--- src/hw/rtl/bahd_pkg.sv ---
// ----------------------------------------------------------------------------
// bahd_pkg
// Types, constants and character helpers shared by the Basic auth decoder.
// ----------------------------------------------------------------------------
package bahd_pkg;

    // default limits
    localparam int USER_MAX_DEF    = 32;
    localparam int PASS_LIMIT_DEF  = 64;
    localparam int MAX_ENCODED_DEF = 128;

    // result queue depth, power of two
    localparam int RQ_DEPTH = 4;

    localparam int AUTH_LEN  = 14;
    localparam int BASIC_LEN = 6;

    localparam logic [7:0] CH_NUL   = 8'h00;
    localparam logic [7:0] CH_TAB   = 8'h09;
    localparam logic [7:0] CH_LF    = 8'h0A;
    localparam logic [7:0] CH_CR    = 8'h0D;
    localparam logic [7:0] CH_SPACE = 8'h20;
    localparam logic [7:0] CH_COLON = 8'h3A;
    localparam logic [7:0] CH_EQ    = 8'h3D;
    localparam logic [7:0] CH_A_LO  = 8'h61;

    localparam logic [1:0] PART_USER    = 2'd0;
    localparam logic [1:0] PART_PASS    = 2'd1;
    localparam logic [1:0] PART_VERDICT = 2'd2;

    typedef enum logic [2:0] {
        VD_OK       = 3'd0,
        VD_PREFIX   = 3'd1,
        VD_LENGTH   = 3'd2,
        VD_CHAR     = 3'd3,
        VD_OVERFLOW = 3'd4,
        VD_COLON    = 3'd5,
        VD_FIELDS   = 3'd6
    } t_verdict;

    typedef struct packed {
        logic [7:0] header_byte;
        logic       end_of_header;
    } t_in_item;

    typedef struct packed {
        logic [1:0] part;
        logic [7:0] value;
        logic [2:0] verdict;
        logic       final_res;
    } t_out_item;

    // up to two words per input word: a decoded byte, then the verdict
    typedef struct packed {
        logic      byte_vld;
        t_out_item byte_item;
        logic      vdt_vld;
        t_out_item vdt_item;
    } t_step_res;

    function automatic logic [7:0] to_lower(input logic [7:0] c);
        logic [7:0] r;
        r = c;
        if (c >= 8'h41 && c <= 8'h5A) begin
            r = c + 8'd32;
        end
        return r;
    endfunction

    // "authorization:"
    function automatic logic [7:0] auth_char(input logic [3:0] idx);
        logic [7:0] r;
        case (idx)
            4'd0:    r = 8'h61;
            4'd1:    r = 8'h75;
            4'd2:    r = 8'h74;
            4'd3:    r = 8'h68;
            4'd4:    r = 8'h6F;
            4'd5:    r = 8'h72;
            4'd6:    r = 8'h69;
            4'd7:    r = 8'h7A;
            4'd8:    r = 8'h61;
            4'd9:    r = 8'h74;
            4'd10:   r = 8'h69;
            4'd11:   r = 8'h6F;
            4'd12:   r = 8'h6E;
            4'd13:   r = 8'h3A;
            default: r = 8'h00;
        endcase
        return r;
    endfunction

    // "basic "
    function automatic logic [7:0] basic_char(input logic [2:0] idx);
        logic [7:0] r;
        case (idx)
            3'd0:    r = 8'h62;
            3'd1:    r = 8'h61;
            3'd2:    r = 8'h73;
            3'd3:    r = 8'h69;
            3'd4:    r = 8'h63;
            3'd5:    r = 8'h20;
            default: r = 8'h00;
        endcase
        return r;
    endfunction

    // {valid, 6-bit sextet}
    function automatic logic [6:0] b64_decode(input logic [7:0] c);
        logic [6:0] r;
        r = '0;
        if (c >= 8'h41 && c <= 8'h5A) begin
            r = {1'b1, 6'(c - 8'h41)};
        end else if (c >= 8'h61 && c <= 8'h7A) begin
            r = {1'b1, 6'(c - 8'h47)};
        end else if (c >= 8'h30 && c <= 8'h39) begin
            r = {1'b1, 6'(c + 8'd4)};
        end else if (c == 8'h2B) begin
            r = {1'b1, 6'd62};
        end else if (c == 8'h2F) begin
            r = {1'b1, 6'd63};
        end
        return r;
    endfunction

endpackage

--- src/hw/rtl/bahd_core.sv ---
// ----------------------------------------------------------------------------
// bahd_core
// Per-word parse/decode step: prefix match, base64 decode, user/password
// split and final verdict. State updates on every advanced word.
// ----------------------------------------------------------------------------
module bahd_core #(
    parameter int USER_MAX    = bahd_pkg::USER_MAX_DEF,
    parameter int PASS_LIMIT  = bahd_pkg::PASS_LIMIT_DEF,
    parameter int MAX_ENCODED = bahd_pkg::MAX_ENCODED_DEF
) (
    input  logic                i_clk,
    input  logic                i_rst_n,
    input  logic                i_adv,
    input  bahd_pkg::t_in_item  i_item,
    output bahd_pkg::t_step_res o_res
);
    import bahd_pkg::*;

    localparam int DEC_CAP = USER_MAX + PASS_LIMIT + 3;

    typedef enum logic [2:0] {
        PH_LEAD   = 3'd0,
        PH_AUTH   = 3'd1,
        PH_BLANK2 = 3'd2,
        PH_BASIC  = 3'd3,
        PH_BLANK3 = 3'd4,
        PH_DATA   = 3'd5,
        PH_IGNORE = 3'd6
    } t_phase;

    typedef struct packed {
        t_phase     phase;
        logic [3:0] pidx;
        logic [13:0] acc;
        logic [3:0] bit_cnt;
        logic [7:0] enc_cnt;
        logic [7:0] trail;
        logic [7:0] dec_cnt;
        logic [6:0] ulen;
        logic       colon;
        logic       stopped;
        logic       ptab;
        t_verdict   err;
    } t_core_state;

    t_core_state r_st;
    t_core_state n_st;
    t_core_state upd;

    logic [7:0] c;
    logic [7:0] lc;
    logic       blank;
    logic       done;
    logic       last;
    logic [6:0] b64;
    logic [8:0] sum;
    logic [3:0] bc6;
    logic [7:0] dbyte;
    logic [7:0] plen;
    t_verdict   vd;
    t_step_res  res;

    always_comb begin
        upd   = r_st;
        c     = i_item.header_byte;
        lc    = to_lower(i_item.header_byte);
        blank = (c == CH_SPACE) || (c == CH_TAB);
        b64   = b64_decode(c);
        last  = (c == CH_NUL) || i_item.end_of_header;
        done  = 1'b0;
        sum   = '0;
        bc6   = '0;
        dbyte = '0;
        plen  = '0;
        vd    = VD_OK;
        res   = '0;

        if (c != CH_NUL) begin
            if (upd.phase == PH_LEAD) begin
                if (blank) begin
                    done = 1'b1;
                end else if (lc == CH_A_LO) begin
                    upd.phase = PH_AUTH;
                    upd.pidx  = 4'd1;
                    done      = 1'b1;
                end else begin
                    upd.phase = PH_BASIC;
                    upd.pidx  = '0;
                end
            end
            if (!done && upd.phase == PH_AUTH) begin
                done = 1'b1;
                if (upd.pidx < 4'(AUTH_LEN) && lc == auth_char(upd.pidx)) begin
                    upd.pidx = upd.pidx + 4'd1;
                    if (upd.pidx == 4'(AUTH_LEN)) begin
                        upd.phase = PH_BLANK2;
                    end
                end else begin
                    upd.err   = VD_PREFIX;
                    upd.phase = PH_IGNORE;
                end
            end
            if (!done && upd.phase == PH_BLANK2) begin
                if (blank) begin
                    done = 1'b1;
                end else begin
                    upd.phase = PH_BASIC;
                    upd.pidx  = '0;
                end
            end
            if (!done && upd.phase == PH_BASIC) begin
                done = 1'b1;
                if (upd.pidx < 4'(BASIC_LEN) && lc == basic_char(upd.pidx[2:0])) begin
                    upd.pidx = upd.pidx + 4'd1;
                    if (upd.pidx == 4'(BASIC_LEN)) begin
                        upd.phase = PH_BLANK3;
                    end
                end else begin
                    upd.err   = VD_PREFIX;
                    upd.phase = PH_IGNORE;
                end
            end
            if (!done && upd.phase == PH_BLANK3) begin
                if (blank) begin
                    done = 1'b1;
                end else begin
                    upd.phase = PH_DATA;
                end
            end
            if (!done && upd.phase == PH_DATA) begin
                if (c == CH_CR || c == CH_LF) begin
                    upd.phase = PH_IGNORE;
                end else if (blank) begin
                    if (upd.trail != 8'hFF) begin
                        upd.trail = upd.trail + 8'd1;
                    end
                    // a tab only goes bad if text follows it
                    if (!upd.stopped) begin
                        if (c == CH_TAB) begin
                            upd.ptab = 1'b1;
                        end else if (!upd.ptab) begin
                            upd.stopped = 1'b1;
                        end
                    end
                end else begin
                    sum       = {1'b0, upd.enc_cnt} + {1'b0, upd.trail} + 9'd1;
                    upd.trail = '0;
                    if (sum > 9'(MAX_ENCODED)) begin
                        upd.err = VD_LENGTH;
                    end
                    upd.enc_cnt = sum[8] ? 8'hFF : sum[7:0];
                    if (upd.stopped) begin
                        // counted, not decoded
                    end else if (upd.ptab || !b64[6] && c != CH_EQ) begin
                        if (upd.err == VD_OK) begin
                            upd.err = VD_CHAR;
                        end
                        upd.stopped = 1'b1;
                    end else if (c == CH_EQ) begin
                        upd.stopped = 1'b1;
                    end else begin
                        upd.acc = {upd.acc[7:0], b64[5:0]};
                        bc6     = upd.bit_cnt + 4'd6;
                        if (bc6 < 4'd8) begin
                            upd.bit_cnt = bc6;
                        end else begin
                            upd.bit_cnt = bc6 - 4'd8;
                            if (upd.dec_cnt >= 8'(DEC_CAP)) begin
                                if (upd.err == VD_OK) begin
                                    upd.err = VD_OVERFLOW;
                                end
                                upd.stopped = 1'b1;
                            end else begin
                                dbyte       = 8'(upd.acc >> upd.bit_cnt);
                                upd.dec_cnt = upd.dec_cnt + 8'd1;
                                if (upd.colon) begin
                                    res.byte_vld        = 1'b1;
                                    res.byte_item.part  = PART_PASS;
                                    res.byte_item.value = dbyte;
                                end else if (dbyte == CH_COLON) begin
                                    upd.colon = 1'b1;
                                end else begin
                                    if (upd.ulen != 7'h7F) begin
                                        upd.ulen = upd.ulen + 7'd1;
                                    end
                                    res.byte_vld        = 1'b1;
                                    res.byte_item.part  = PART_USER;
                                    res.byte_item.value = dbyte;
                                end
                            end
                        end
                    end
                end
            end
        end

        // verdict, in priority order
        if (upd.err == VD_PREFIX || upd.phase < PH_BLANK3) begin
            vd = VD_PREFIX;
        end else if (upd.err == VD_LENGTH || upd.enc_cnt == '0) begin
            vd = VD_LENGTH;
        end else if (upd.err != VD_OK) begin
            vd = upd.err;
        end else if (!upd.colon) begin
            vd = VD_COLON;
        end else if (upd.ulen == '0 || upd.ulen > 7'(USER_MAX)) begin
            vd = VD_FIELDS;
        end else if ({1'b0, upd.dec_cnt} < ({2'b0, upd.ulen} + 9'd1)) begin
            vd = VD_FIELDS;
        end else begin
            plen = upd.dec_cnt - {1'b0, upd.ulen} - 8'd1;
            if (plen == '0 || {1'b0, plen} >= 9'(PASS_LIMIT)) begin
                vd = VD_FIELDS;
            end
        end

        n_st = upd;
        if (last) begin
            res.vdt_vld            = 1'b1;
            res.vdt_item.part      = PART_VERDICT;
            res.vdt_item.verdict   = vd;
            res.vdt_item.final_res = 1'b1;
            n_st       = '0;
            n_st.phase = PH_LEAD;
        end

        o_res          = res;
        o_res.byte_vld = res.byte_vld && i_adv;
        o_res.vdt_vld  = res.vdt_vld && i_adv;
    end

    // all-zero state is the leading blank skip phase
    always_ff @(posedge i_clk) begin
        if (!i_rst_n) begin
            r_st <= '0;
        end else if (i_adv) begin
            r_st <= n_st;
        end
    end

    a_bitcnt_even: assert property (@(posedge i_clk) disable iff (!i_rst_n)
        r_st.bit_cnt == 4'd0 || r_st.bit_cnt == 4'd2 ||
        r_st.bit_cnt == 4'd4 || r_st.bit_cnt == 4'd6)
        else $error("bit count out of range");

    a_verdict_resets: assert property (@(posedge i_clk) disable iff (!i_rst_n)
        o_res.vdt_vld |=> r_st.phase == PH_LEAD && r_st.dec_cnt == '0 &&
        r_st.err == VD_OK)
        else $error("state not cleared after verdict");

    a_dec_needs_enc: assert property (@(posedge i_clk) disable iff (!i_rst_n)
        r_st.dec_cnt != '0 |-> r_st.enc_cnt != '0)
        else $error("decoded bytes without encoded chars");

endmodule

--- src/hw/rtl/bahd_rfifo.sv ---
// ----------------------------------------------------------------------------
// bahd_rfifo
// Small result queue: takes up to two words per cycle, hands out one per cycle while i_ready is high.
// ----------------------------------------------------------------------------
module bahd_rfifo (
    input  logic                i_clk,
    input  logic                i_rst_n,
    input  bahd_pkg::t_step_res i_res,
    output logic                o_room2,
    output logic                o_valid,
    input  logic                i_ready,
    output bahd_pkg::t_out_item o_data
);
    import bahd_pkg::*;

    localparam int PTR_W = $clog2(RQ_DEPTH);
    localparam int CNT_W = $clog2(RQ_DEPTH + 1);

    t_out_item          mem [RQ_DEPTH];
    logic [PTR_W-1:0]   r_wr;
    logic [PTR_W-1:0]   r_rd;
    logic [CNT_W-1:0]   r_cnt;
    logic [PTR_W-1:0]   wr_nx;
    logic [1:0]         push_n;
    logic               pop;

    assign push_n  = {1'b0, i_res.byte_vld} + {1'b0, i_res.vdt_vld};
    assign pop     = o_valid && i_ready;
    assign wr_nx   = r_wr + PTR_W'(1);
    assign o_valid = (r_cnt != '0);
    assign o_data  = mem[r_rd];
    assign o_room2 = (r_cnt <= CNT_W'(RQ_DEPTH - 2));

    always_ff @(posedge i_clk) begin
        if (i_res.byte_vld) begin
            mem[r_wr] <= i_res.byte_item;
        end
        if (i_res.vdt_vld) begin
            mem[i_res.byte_vld ? wr_nx : r_wr] <= i_res.vdt_item;
        end
    end

    always_ff @(posedge i_clk) begin
        if (!i_rst_n) begin
            r_wr  <= '0;
            r_rd  <= '0;
            r_cnt <= '0;
        end else begin
            r_wr  <= r_wr + PTR_W'(push_n);
            r_rd  <= r_rd + PTR_W'(pop);
            r_cnt <= r_cnt + CNT_W'(push_n) - CNT_W'(pop);
        end
    end

    a_cnt_bound: assert property (@(posedge i_clk) disable iff (!i_rst_n)
        r_cnt <= CNT_W'(RQ_DEPTH))
        else $error("result queue count overflow");

    a_push_room: assert property (@(posedge i_clk) disable iff (!i_rst_n)
        push_n != 2'd0 |-> o_room2)
        else $error("push without room");

    a_empty_ptrs: assert property (@(posedge i_clk) disable iff (!i_rst_n)
        r_cnt == '0 |-> r_wr == r_rd)
        else $error("pointers differ on empty queue");

endmodule

--- src/hw/rtl/basic_auth_header_decoder.sv ---
// Path: an accepted word is held in the input register, stepped by the core
// once the result queue has room, and its results are read out of that queue.
// Throughput: one header byte per cycle while the result queue has room for
// two words; a word yields at most two results (decoded byte, verdict).
// Reset: synchronous, active low; parser state and result queue are cleared.
// ----------------------------------------------------------------------------
// basic_auth_header_decoder
// Streams an HTTP Basic authorization header, decodes base64 credentials
// into user/password bytes and closes each header with a verdict word.
// ----------------------------------------------------------------------------
module basic_auth_header_decoder #(
    parameter int USER_MAX    = bahd_pkg::USER_MAX_DEF,
    parameter int PASS_LIMIT  = bahd_pkg::PASS_LIMIT_DEF,
    parameter int MAX_ENCODED = bahd_pkg::MAX_ENCODED_DEF
) (
    input  logic                i_clk,
    input  logic                i_rst_n,
    input  logic                i_in_valid,
    output logic                o_in_ready,
    input  bahd_pkg::t_in_item  i_in_data,
    output logic                o_out_valid,
    input  logic                i_out_ready,
    output bahd_pkg::t_out_item o_out_data
);
    import bahd_pkg::*;

    logic      r_in_vld;
    t_in_item  r_in;
    logic      room2;
    logic      adv;
    logic      in_acc;
    t_step_res step_res;

    assign adv        = r_in_vld && room2;
    assign o_in_ready = !r_in_vld || adv;
    assign in_acc     = i_in_valid && o_in_ready;

    always_ff @(posedge i_clk) begin
        if (!i_rst_n) begin
            r_in_vld <= 1'b0;
        end else if (in_acc) begin
            r_in_vld <= 1'b1;
        end else if (adv) begin
            r_in_vld <= 1'b0;
        end
    end

    always_ff @(posedge i_clk) begin
        if (in_acc) begin
            r_in <= i_in_data;
        end
    end

    bahd_core #(
        .USER_MAX    (USER_MAX),
        .PASS_LIMIT  (PASS_LIMIT),
        .MAX_ENCODED (MAX_ENCODED)
    ) u_core (
        .i_clk   (i_clk),
        .i_rst_n (i_rst_n),
        .i_adv   (adv),
        .i_item  (r_in),
        .o_res   (step_res)
    );

    bahd_rfifo u_rfifo (
        .i_clk   (i_clk),
        .i_rst_n (i_rst_n),
        .i_res   (step_res),
        .o_room2 (room2),
        .o_valid (o_out_valid),
        .i_ready (i_out_ready),
        .o_data  (o_out_data)
    );

endmodule
--- config.mk ---
export PLATFORM = sky130hd
export DESIGN_NAME = basic_auth_header_decoder
export DESIGN_NICKNAME = d
export VERILOG_FILES = /design/src/hw/rtl/bahd_pkg.sv /design/src/hw/rtl/bahd_core.sv /design/src/hw/rtl/bahd_rfifo.sv /design/src/hw/rtl/basic_auth_header_decoder.sv
export SDC_FILE = /design/constraint.sdc
export NUM_CORES = 1
export LEC_CHECK = 0
export ABC_CLOCK_PERIOD_IN_PS = 21200
export BUFFER_PORTS_ARGS = -buffer_cell sky130_fd_sc_hd__buf_2
export CAP_MARGIN = 10
export CORE_UTILIZATION = 60
export CTS_CLUSTER_DIAMETER = 150
export DETAILED_ROUTE_END_ITERATION = 8
export PLACE_DENSITY_LB_ADDON = 0.1
export SLEW_MARGIN = 20
export SYNTH_ARGS = -nofsm -noshare
export SYNTH_HDL_FRONTEND = slang
export SYNTH_SLANG_ARGS = --single-unit
export TNS_END_PERCENT = 30
--- constraint.sdc ---
create_clock -name i_clk -period 21.2 [get_ports i_clk]
set_clock_uncertainty 0.2 [all_clocks]
set_input_delay 2.12 -clock i_clk [delete_from_list [all_inputs] [get_ports i_clk]]
set_output_delay 2.12 -clock i_clk [all_outputs]
set_load 0.005 [all_outputs]
==> metrics.txt <==
# TYPE chip_impl_metric gauge
chip_impl_metric{name="gp_congestion",unit=""} 0.917
chip_impl_metric{name="cp_data_required_time",unit="ns"} 21.18
chip_impl_metric{name="dr_total_vias",unit=""} 8564
chip_impl_metric{name="setup_total_negative_slack",unit="ns"} 0
chip_impl_info{name="dominantRegCellSynth",value="dfxtp_1"} 1
chip_impl_metric{name="cts.sink_count",unit=""} 123
chip_impl_metric{name="dpl-instance-area",unit="mm²"} 0.00967
chip_impl_info{name="crit_path_frequent_cell",value="ha_1"} 1
chip_impl_info{name="worst_hold_path_type",value="reg -> reg"} 1
chip_impl_metric{name="antenna_cells",unit=""} 0
chip_impl_info{name="worstReg2RegStart",value="r_in[2]"} 1
chip_impl_info{name="outcome",value="complete, no violations"} 1
chip_impl_metric{name="antenna_violation_net_count_after_detailed_routing",unit=""} 0
chip_impl_metric{name="drt-total-wl",unit="µm"} 24800
chip_impl_metric{name="yosysSeqAreaShare",unit="%"} 28.6
chip_impl_metric{name="detail_route.iter0.violations",unit=""} 907
chip_impl_metric{name="power_density",unit="mW/mm²"} 65.4
chip_impl_metric{name="syn_nets",unit=""} 1231
chip_impl_metric{name="grt_met2_usage",unit="%"} 51.5
chip_impl_metric{name="postLayoutSetupSlackWorst",unit="ns"} 11.72
chip_impl_metric{name="number_of_global_route_vias_before_repair",unit=""} 8118
chip_impl_metric{name="clock_insertion_delay_worst_skew",unit="ns"} 0.43
chip_impl_metric{name="mappedNetlistArea",unit="mm²"} 0.00948
chip_impl_metric{name="synth-seq-cells",unit=""} 123
chip_impl_metric{name="cp.arrival",unit="ns"} 9.46
chip_impl_metric{name="max_slew_margin",unit="%"} 34.6
chip_impl_metric{name="period_minus_slack",unit="ns"} 9.48
chip_impl_metric{name="start_util",unit="%"} 61.9
chip_impl_metric{name="cts.reportedPaths.clkPinSlew",unit="ns"} 0.06
chip_impl_metric{name="worstPathMaxFanout",unit=""} 14
chip_impl_metric{name="ir_drop",unit="V"} 0.0000573
chip_impl_info{name="min_delay_worst_endpoint",value="u_rfifo.mem[0][9]"} 1
chip_impl_info{name="synth_top_area_cell",value="dfxtp_1"} 1
chip_impl_metric{name="drt-vias-per-instance",unit=""} 6.23
chip_impl_metric{name="setup_viol",unit=""} 0
chip_impl_metric{name="fraction_of_the_core_area_covered_by_cells_at_the_end_of_the_flow",unit="%"} 67.0
chip_impl_metric{name="timing_hold_violations_final",unit=""} 0
chip_impl_metric{name="synth-async-reset-ratio",unit="%"} 0
chip_impl_metric{name="slew_violations",unit=""} 0
chip_impl_metric{name="number_of_buffers_created_by_cts",unit=""} 17
chip_impl_info{name="critical_path.reg2reg.endpoint",value="u_rfifo.mem[1][3]"} 1
chip_impl_metric{name="place_worst_setup_slack",unit="ns"} 11.85
chip_impl_info{name="hold_path_start",value="u_rfifo.mem[0][9]"} 1
chip_impl_metric{name="gr_ovfl_total",unit=""} 0
chip_impl_metric{name="multi_input_area",unit="mm²"} 0.00630
chip_impl_metric{name="core",unit="mm²"} 0.0153
chip_impl_metric{name="synthCells",unit=""} 1157
chip_impl_info{name="timing.critical_path.slowest_stage_cell",value="nor4_4"} 1
chip_impl_metric{name="global_route.usage.total",unit="%"} 31.6
chip_impl_info{name="type_of_element_capturing_the_critical_path",value="flip-flop"} 1
chip_impl_metric{name="cts_hold_bufs",unit=""} 0
chip_impl_metric{name="number_of_enable_flip_flop_cells_after_synthesis",unit=""} 25
chip_impl_metric{name="finish.net_count",unit=""} 1225
chip_impl_metric{name="grt_pass1_wl",unit="µm"} 40900
chip_impl_metric{name="detailedRoute.firstPassIterationCount",unit=""} 5
chip_impl_metric{name="clock_tree.buffer_depth",unit=""} 2
chip_impl_metric{name="met1_usage",unit="%"} 42.6
chip_impl_info{name="startpoint_type",value="flip-flop"} 1
chip_impl_info{name="layout.cells.most_common_list",value="147 x nand2_1, 98 x dfxtp_1, 94 x nor2_1"} 1
chip_impl_metric{name="die-height",unit="µm"} 128
chip_impl_metric{name="number_of_max_cap_violations",unit=""} 0
chip_impl_metric{name="flow.area_growth_from_synthesis",unit="%"} 8.33
chip_impl_metric{name="worst-slew-pin-transition",unit="ns"} 0.980
chip_impl_metric{name="cts.repair_timing.setup_buffer_count",unit=""} 0
chip_impl_metric{name="reported_leakage_power",unit="µW"} 0.00388
chip_impl_metric{name="drive_above_1_share",unit="%"} 9.45
chip_impl_info{name="critical_path.startpoint",value="r_in[2]"} 1
chip_impl_metric{name="seqCellArea",unit="mm²"} 0.00271
chip_impl_metric{name="dp.final_hpwl",unit="µm"} 17900
chip_impl_metric{name="detail_route.wl_per_cell",unit="µm"} 18.0
chip_impl_info{name="grt.busiest_layer",value="met2"} 1
chip_impl_metric{name="netlist-cell-type-count",unit=""} 97
chip_impl_metric{name="min_path_cells",unit=""} 2
chip_impl_metric{name="grt_max_degree",unit=""} 53
chip_impl_metric{name="grt_antenna_before_repair",unit=""} 0
chip_impl_info{name="critical_path_class",value="reg -> reg"} 1
chip_impl_metric{name="placement_rows",unit=""} 45
chip_impl_metric{name="reg2reg_slack",unit="ns"} 11.72
chip_impl_info{name="layout_commonest_cell",value="nand2_1"} 1
chip_impl_info{name="setup_repair_after_global_routing_missed_its_margin",value="false"} 1
chip_impl_metric{name="avgSynthCellArea",unit="µm²"} 8.19
chip_impl_metric{name="p_total",unit="µW"} 671
chip_impl_metric{name="design_area",unit="mm²"} 0.0103
chip_impl_metric{name="timing.fmax",unit="MHz"} 105
chip_impl_metric{name="post-route-period-util",unit="%"} 44.7
chip_impl_metric{name="globalRouteMet3Util",unit="%"} 5.93
chip_impl_metric{name="cts_resized",unit=""} 0
chip_impl_info{name="clock_tree.root_cell",value="clkbuf_16"} 1
chip_impl_metric{name="ios",unit=""} 29
chip_impl_metric{name="detail_route.drc_violations",unit=""} 0
chip_impl_info{name="synthTopCellsByArea",value="dfxtp_1 21%, edfxtp_1 7.9%, ha_1 7.7%"} 1
chip_impl_metric{name="h-tree-depth",unit=""} 4
chip_impl_metric{name="synth.yosys.warnings",unit=""} 0
chip_impl_metric{name="fillCellCount",unit=""} 1329
chip_impl_metric{name="io_buffers",unit=""} 28
chip_impl_metric{name="synth_top_area_share",unit="%"} 20.7
chip_impl_metric{name="critical_path.max_stage_delay",unit="ns"} 0.72
chip_impl_metric{name="die_footprint",unit="mm²"} 0.0163
chip_impl_metric{name="ff2ff_path_depth",unit=""} 39
chip_impl_info{name="cts_tree",value="built"} 1
chip_impl_metric{name="die_w",unit="µm"} 128
synth_stat cells, types with 4 or more instances:
cell type and number:
dfxtp_1 98, o21ai_1 6, buf_4 4, inv_1 52, o21a_1 7, nor3_1 32, mux4_2 15, o211ai_1 7
buf_2 7, and4_1 6, nor2b_1 40, nor4_1 11, nand4_1 7, ha_1 58, xnor2_1 35, nand2_1 147
a211o_1 7, a22oi_1 20, a32oi_1 4, nor2_1 94, o211a_1 6, mux2i_1 18, a21boi_0 12, o21ai_0 49
and2_1 27, and3_1 11, or4_1 4, o31ai_1 5, a21o_1 15, o22ai_1 6, nand3_1 27, xor2_1 16
clkbuf_1 43, o21bai_1 6, a21oi_1 84, or3_1 16, nand2b_1 18, a211oi_1 9, edfxtp_1 25, a31oi_1 15
logic make-up after synthesis:
kind of cell	count (synthesis)	share of synthesized area, %
simple gates	465	24.9
compound gates	307	22.7
flops	123	28.6
buf+inv	113	4.89
fa+ha+maj	63	8.52
xor+xnor	51	4.71
mux	35	5.70
through the flow:
step | hold slack (ns) | std cells
6_report | 0.249 | 1375
5_1_grt | 0.265 | 1375
4_1_cts | 0.250 | 1375
3_5_place_dp | 0.242 | 1343
3_3_place_gp | 0.237 | 1343
2_1_floorplan | 0.229 | 1157
state kept, by name (all words and copies together), names as in the netlist:
register	cells
u_core.r_st	54
u_rfifo.mem	52
r_in	9
u_rfifo.r_cnt	3
u_rfifo.r_rd	2
u_rfifo.r_wr	2
r_in_vld	1
area by class of cell:
type	instances	area share, %
multi-input cells	921	61.4
flip-flops and latches	123	26.4
clock buffers	20	4.66
well taps	211	2.57
inverters	54	1.97
repair buffers	34	1.80
clock inverters	12	1.19
worst max path at each step:
| stage | end | slack, ns | cells after the start |
|---|---|---|---|
| final | u_rfifo.mem[1][3] | 11.72 | 39 |
| after global routing | u_rfifo.mem[2][3] | 11.12 | 40 |
| after CTS | u_rfifo.mem[1][3] | 11.82 | 38 |
| after detailed placement | u_rfifo.mem[2][3] | 11.85 | 38 |
| after global placement | u_rfifo.mem[2][3] | 12.04 | 38 |
| after floorplan | u_rfifo.mem[0][3] | 13.06 | 41 |
per-layer routing:
| metal | wire length [µm] | vias up | part of all wire, % |
|---|---|---|---|
| li1 | - | 4184 | - |
| met1 | 11400 | 4063 | 46 |
| met2 | 11500 | 278 | 46 |
| met3 | 1490 | 39 | 6.0 |
| met4 | 392 | 0 | 1.6 |
| met5 | 0 | - | 0 |
critical path: cells and delay by family (launching register included):
| kind | cells | cell delay, ns |
|---|---|---|
| AO/OA/AOI/OAI | 13 | 2.13 |
| XOR/XNOR | 2 | 0.41 |
| adder cells (fa/ha/maj) | 5 | 1.43 |
| buffers and inverters | 3 | 0.40 |
| flip-flops | 1 | 0.63 |
| multiplexers | 1 | 0.12 |
| AND/OR/NAND/NOR | 15 | 3.89 |
power breakdown:
| group | switching [µW] | internal (µW) |
|---|---|---|
| registers | 19.4 | 246 |
| logic | 63.5 | 46.8 |
| clock network | 118 | 177 |
| total | 201 | 470 |
Power figures use the tool's default switching activity.
